## config.mk

```make
export PLATFORM = sky130hd
export DESIGN_NAME = ffrq_ctrl
export DESIGN_NICKNAME = d
export VERILOG_FILES = /design/src/design/ffrq_pkg.sv /design/src/design/ffrq_ctrl.sv
export SDC_FILE = /design/constraint.sdc
export NUM_CORES = 1
export LEC_CHECK = 0
export ABC_AREA = 1
export BUFFER_PORTS_ARGS = -buffer_cell sky130_fd_sc_hd__buf_2
export CORE_AREA = 2 2 39 41
export CTS_BUF_LIST = sky130_fd_sc_hd__clkbuf_8
export CTS_CLUSTER_DIAMETER = 40
export CTS_CLUSTER_SIZE = 16
export DETAILED_ROUTE_END_ITERATION = 6
export DIE_AREA = 0 0 41 43
export SYNTH_ARGS = -nofsm -noshare
export SYNTH_HDL_FRONTEND = slang
export SYNTH_SLANG_ARGS = --single-unit
```

## constraint.sdc

```tcl
create_clock -name i_clk -period 1.3 [get_ports i_clk]
set_clock_uncertainty 0.15 [all_clocks]
set_input_delay 0.13 -clock i_clk [delete_from_list [all_inputs] [get_ports i_clk]]
set_output_delay 0.13 -clock i_clk [all_outputs]
set_load 0.01 [all_outputs]
```

## src/design/ffrq_pkg.sv

```systemverilog
// shared constants, types and command/status structs of the frame fenced release queue
`timescale 1ns / 1ps
`default_nettype none
package ffrq_pkg;

    localparam int QUEUE_DEPTH = 64;

    localparam int ACTION_W  = 2;
    localparam int KIND_W    = 3;
    localparam int ID_W      = 32;
    localparam int STAMP_W   = 64;
    localparam int DELAY_W   = 4;
    localparam int PENDING_W = 7;
    localparam int ENTRY_W   = KIND_W + ID_W + STAMP_W;

    localparam logic [DELAY_W-1:0]  RETIRE_DELAY_RESET = 4'd3;
    localparam logic [KIND_W-1:0]   KIND_UNUSED        = 3'd7;

    localparam logic [ACTION_W-1:0] ACT_ENQUEUE = 2'd0;
    localparam logic [ACTION_W-1:0] ACT_ADVANCE = 2'd1;
    localparam logic [ACTION_W-1:0] ACT_FLUSH   = 2'd2;

    typedef enum logic [4:0] {
        S_IDLE     = 5'b00001,
        S_SCAN_RD  = 5'b00010,
        S_SCAN_CHK = 5'b00100,
        S_EMIT_RD  = 5'b01000,
        S_EMIT_OUT = 5'b10000
    } t_state;

    typedef struct packed {
        logic enq;
        logic adv;
        logic flush;
        logic other;
        logic scan_rd;
        logic scan_step;
        logic scan_done;
        logic emit_rd;
        logic emit_out;
    } t_cmd;

    typedef struct packed {
        logic count_zero;
        logic scan_end;
        logic scan_zero;
        logic scan_hit;
        logic emit_last;
    } t_status;

endpackage
`default_nettype wire

```

## src/design/ffrq_ctrl.sv

```systemverilog
// controller state machine of the frame fenced release queue
`timescale 1ns / 1ps
`default_nettype none
module ffrq_ctrl (
    input  wire logic                             i_clk,
    input  wire logic                             i_rst_n,
    input  wire logic                             i_start,
    input  wire logic [ffrq_pkg::ACTION_W-1:0]    i_action,
    input  wire ffrq_pkg::t_status                i_status,
    output ffrq_pkg::t_cmd                        o_cmd,
    output logic                                  o_busy
);

    ffrq_pkg::t_state r_state;
    ffrq_pkg::t_state n_state;

    always_comb begin
        n_state = r_state;
        o_cmd   = '0;
        unique case (r_state)
            ffrq_pkg::S_IDLE: begin
                if (i_start) begin
                    unique case (i_action)
                        ffrq_pkg::ACT_ENQUEUE: begin
                            o_cmd.enq = 1'b1;
                        end
                        ffrq_pkg::ACT_ADVANCE: begin
                            o_cmd.adv = 1'b1;
                            n_state   = ffrq_pkg::S_SCAN_RD;
                        end
                        ffrq_pkg::ACT_FLUSH: begin
                            o_cmd.flush = 1'b1;
                            if (!i_status.count_zero) begin
                                n_state = ffrq_pkg::S_EMIT_RD;
                            end
                        end
                        default: begin
                            o_cmd.other = 1'b1;
                        end
                    endcase
                end
            end
            ffrq_pkg::S_SCAN_RD: begin
                if (i_status.scan_end) begin
                    o_cmd.scan_done = 1'b1;
                    n_state = i_status.scan_zero ? ffrq_pkg::S_IDLE : ffrq_pkg::S_EMIT_RD;
                end else begin
                    o_cmd.scan_rd = 1'b1;
                    n_state = ffrq_pkg::S_SCAN_CHK;
                end
            end
            ffrq_pkg::S_SCAN_CHK: begin
                if (i_status.scan_hit) begin
                    o_cmd.scan_step = 1'b1;
                    n_state = ffrq_pkg::S_SCAN_RD;
                end else begin
                    o_cmd.scan_done = 1'b1;
                    n_state = i_status.scan_zero ? ffrq_pkg::S_IDLE : ffrq_pkg::S_EMIT_RD;
                end
            end
            ffrq_pkg::S_EMIT_RD: begin
                o_cmd.emit_rd = 1'b1;
                n_state = ffrq_pkg::S_EMIT_OUT;
            end
            ffrq_pkg::S_EMIT_OUT: begin
                o_cmd.emit_out = 1'b1;
                n_state = i_status.emit_last ? ffrq_pkg::S_IDLE : ffrq_pkg::S_EMIT_RD;
            end
            default: begin
                n_state = ffrq_pkg::S_IDLE;
            end
        endcase
    end

    always_ff @(posedge i_clk) begin
        if (!i_rst_n) begin
            r_state <= ffrq_pkg::S_IDLE;
        end else begin
            r_state <= n_state;
        end
    end

    assign o_busy = (r_state != ffrq_pkg::S_IDLE);

endmodule
`default_nettype wire

```

# Word level (Yosys, flattened, before mapping)
# Cells that the tools add are included.
# classes
eq_ne,11
n_reduce_logical,3
mux,23
# op_table
operator,count
one-hot mux 5 bit (5 select lines),1
two-way mux 4 bit,6
two-way mux 1 bit,12
two-way mux 5 bit,2
one-hot mux 5 bit (2 select lines),1
equality test 5 x 1 -> 1 bit (second input constant),1
equality test 5 x 2 -> 1 bit (second input constant),1
equality test 5 x 3 -> 1 bit (second input constant),1
equality test 5 x 4 -> 1 bit (second input constant),1
equality test 5 bit (second input constant),1
inequality test 5 x 1 -> 1 bit (second input constant),1
inequality test 3 x 1 -> 1 bit (second input constant),1
inequality test 3 bit (second input constant),1
AND reduction 3 bit,1
OR reduction 3 bit,1
equality test 2 x 1 -> 1 bit (second input constant),1
equality test 2 bit (second input constant),1
logical NOT 2 bit,1
inequality test 2 bit (second input constant),1
one-hot mux 1 bit (2 select lines),1
# totals
word_cells,38
register_bits,5
out_inout_bits,10
input_bits,10

# Logic depth before layout (Yosys ltp)
# depth
depth_word,5
depth_mapped,8
ltp_nobuf,8

# Worst setup path before layout
# No wires, ideal clock.
# synth_path
path_kind,register to output
startpoint,register r_state[2]
endpoint,output port o_cmd[5] (netlist bit)
path_slack_ns,0.006
stages_incl_launch_ff,6
arrival_ns,1.014
required_time_ns,1.020
n_path_buf,0
path_cell_list,dfxtp_1 -> nor2_4 -> inv_2 -> nor2_4 -> nand2_1 -> nor3_1
# synth_rtl
element,line_no,source
start: declaration,ffrq_ctrl.sv:14,ffrq_pkg::t_state r_state;
start signal: assignment,ffrq_ctrl.sv:77,r_state <= ffrq_pkg::S_IDLE;
start signal: assignment,ffrq_ctrl.sv:79,r_state <= n_state;
end: declaration,ffrq_ctrl.sv:10,"output ffrq_pkg::t_cmd o_cmd,"

==> results.py <==
metrics = {
    "run_status": {
        "outcome": "complete, but fails checks",
        "violations": "setup timing",
    },
    "clocking": {
        "clkLatencyLatePin_ns": 0.22,
        "number_of_buffers_created_by_cts": 3,
        "cts.clk_slew.worst_paths_ns": 0.04,
        "clock-root-buffer": "clkbuf_8",
        "cts_tree": "yes",
        "clock_path_buffers": 2,
        "clock_sink_count": 5,
        "cts_max_level": 1,
    },
    "critical_path": {
        "critical_path.max_fanout": 4,
        "wp_data_required_ns": 1.02,
        "timing.critical_path.to_type": "output pin",
        "critical_path.startpoint_type": "flip-flop",
        "critical_path_arrival_ns": 1.21,
        "worstSetupPathType": "reg2out",
    },
    "cells_and_area": {
        "mostFrequentLayoutCell": "buf_2",
        "top_reg_by_flops": "r_state",
        "largest_register_ffs": 5,
        "syn2layout_area_growth_pct": 91.6,
        "layoutNonFillerInstCount": 137,
        "final_core_utilization_pct": 64.1,
        "final_nets": 132,
        "layout_common_cells": "buf_2 (17), buf_4 (15), nor2_1 (14), inv_1 (13), nand2_1 (13)",
        "post-route-cell-area_um2": 887,
        "share_of_final_layout_standard_cells_stronger_than_drive_strength_1_pct": 57.9,
        "largest_registers": "r_state (5)",
        "antenna-diode-count": 0,
    },
    "timing": {
        "finalWorstSetupSlack_ns": -0.193,
        "worst_hold_slack_ns": 0.107,
        "final_hold_viol_count": 0,
        "setup-violations-final": 13,
        "max_slew.worst_pin.slew_ns": 0.176,
        "final_period_minus_worst_setup_slack_ns": 1.49,
        "slew_headroom_pct": 88.1,
        "timing.final.max_slew_violations": 0,
        "max_clock_freq_mhz": 670,
        "post-route-period-util_pct": 115,
        "grt_setup_unrepaired": "true",
    },
    "synthesis": {
        "yosys.area_share.adder_pct": 0,
        "synth_top_cell_by_area": "dfxtp_1",
        "synthCells": 79,
        "synthTopCellsByArea": "dfxtp_1 (22%), nor2_1 (13%), nand2_1 (12%)",
        "syn_nets": 89,
        "synth-compound-area-share_pct": 6.76,
        "netlist.area_leader.share_pct": 21.6,
        "postSynthRegisterBits": 5,
        "number_of_synthesized_flops_with_an_enable_pin": 0,
        "synth_flop_cell": "dfxtp_1",
        "combinational_family_with_the_most_area_after_synthesis": "simple AND/OR/NAND/NOR gates",
        "avgSynthCellArea_um2": 5.86,
        "synthMuxAreaShare_pct": 0,
        "synthesized_area_fraction_occupied_by_xor_and_xnor_cells_pct": 0,
        "simple_gate_share_of_the_synthesized_area_pct": 56.2,
        "synthesis.area_um2": 463,
        "sequential_cell_area_fraction_in_the_yosys_report_pct": 21.6,
        "synth-warning-count": 0,
        "synth_async_sr_flop_share_pct": 0,
        "synth.lib_cells_used.distinct": 16,
    },
    "global_route": {
        "grt_util_all_layers_pct": 21.7,
        "grt_start_max_net_pins": 6,
        "number_of_global_route_vias_before_repair": 628,
        "number_of_antenna_violations_at_the_first_check_in_global_routing": 0,
        "grt_overflow": 0,
        "grt_first_pass_wirelength_um": 2530,
    },
    "route": {
        "drc": 0,
        "viasPerCell": 4.82,
        "finalWirelength_um": 1650,
        "detail_route.first_pass.iterations": 4,
        "wl_per_cell_um": 12.1,
        "iteration_0_drc_markers": 20,
        "antenna_left": 0,
        "vias": 661,
    },
    "placed_design": {
        "dpl.cell_count": 117,
        "gp_congestion": 0.789,
        "io_buffers": 19,
        "detailedPlacementHpwl_um": 964,
        "placement.cell_area_um2": 601,
    },
    "die": {
        "dieArea_mm2": 0.00176,
        "initial_utilization_pct": 33.5,
        "rows": 14,
        "dieWidth_um": 41,
        "dieHeight_um": 43,
        "pin_count": 20,
        "core_area_mm2": 0.00138,
    },
    "pwr": {
        "report.power.total_mw": 1.22,
        "cellPowerDensity_mw_per_mm2": 1380,
        "vdd_ir_drop_max_v": 0.000753,
        "power.leakage_nw": 0.476,
    },
    "min_path": {
        "worstHoldPathType": "in2reg",
    },
    "job": {
        "cap_violations": 0,
    },
}
==> cells in the mapped netlist, types with 3 or more instances <==
cell type	number
nand3_1	3
nand3_2	3
inv_2	3
nand2_1	15
nand4_1	3
dfxtp_1	5
nor2_4	3
o21ai_0	3
nand2_2	3
nor3_1	3
inv_1	14
nor2_1	16
==> worst max-delay path: stages, from the launching register on <==
cell	delay, ns
dfxtp_2	0.33
nor2_4	0.11
inv_2	0.06
nor2_4	0.16
nand2_2	0.08
nor3_2	0.10
buf_2	0.15
==> worst paths after layout <==
kind                            depth (start not counted)                       to  slack [ns]               startpoint
worst max-delay path                                    6                 o_cmd[5]       -0.19  r_state[2]$_SDFFE_PN0P_
worst min-delay path                                    3  r_state[2]$_SDFFE_PN0P_        0.11                  i_rst_n
worst max register to register                          9  r_state[3]$_SDFFE_PN0P_       -0.07  r_state[2]$_SDFFE_PN0P_
worst min register to register                          2  r_state[4]$_SDFFE_PN0P_        0.45  r_state[3]$_SDFFE_PN0P_
==> repair_timing <==
action,CTS,global route
endpoints found under the hold margin,1,0
buffers inserted,13,3
pin swaps,10,12
hold buffers,1,0
setup endpoints to repair,11,14
gates resized for setup,27,6
==> metal layers <==
layer | track usage (%) | up-vias | share of wire (%)
li1 | - | 326 | -
met5 | 0 | - | 0
met2 | 38.4 | 30 | 54
met4 | 12.0 | 0 | 2.5
met3 | 3.14 | 5 | 4.5
met1 | 22.2 | 300 | 39
==> cell families after synthesis <==
kind of cell,Yosys count
AO/OA/AOI/OAI,5
flip-flops,5
AND/OR/NAND/NOR,51
buffers and inverters,18
==> power breakdown <==
group,total (mW),internal [mW],switching [mW]
logic,0.703,0.341,0.362
clock network,0.284,0.203,0.0816
registers,0.233,0.189,0.0448
==> cell type report <==
class / instances / area (µm²)
clock buffer: 3 / 41.3
clock inverter: 1 / 3.75
tap: 16 / 20.0
timing repair buffer: 39 / 275
sequential: 5 / 111
inverter: 17 / 66.3
fill: 125 / 497
multi-input combinational: 56 / 369
==> through the flow <==
stage	setup TNS (ns)	worst slack, ns
3_5_place_dp	-0.00776	-0.00776
3_3_place_gp	0	0.0110
4_1_cts	-1.24	-0.194
2_1_floorplan	0	0.00647
6_report	-1.66	-0.193
5_1_grt	-2.37	-0.269
(Power assumes the default switching activity.)
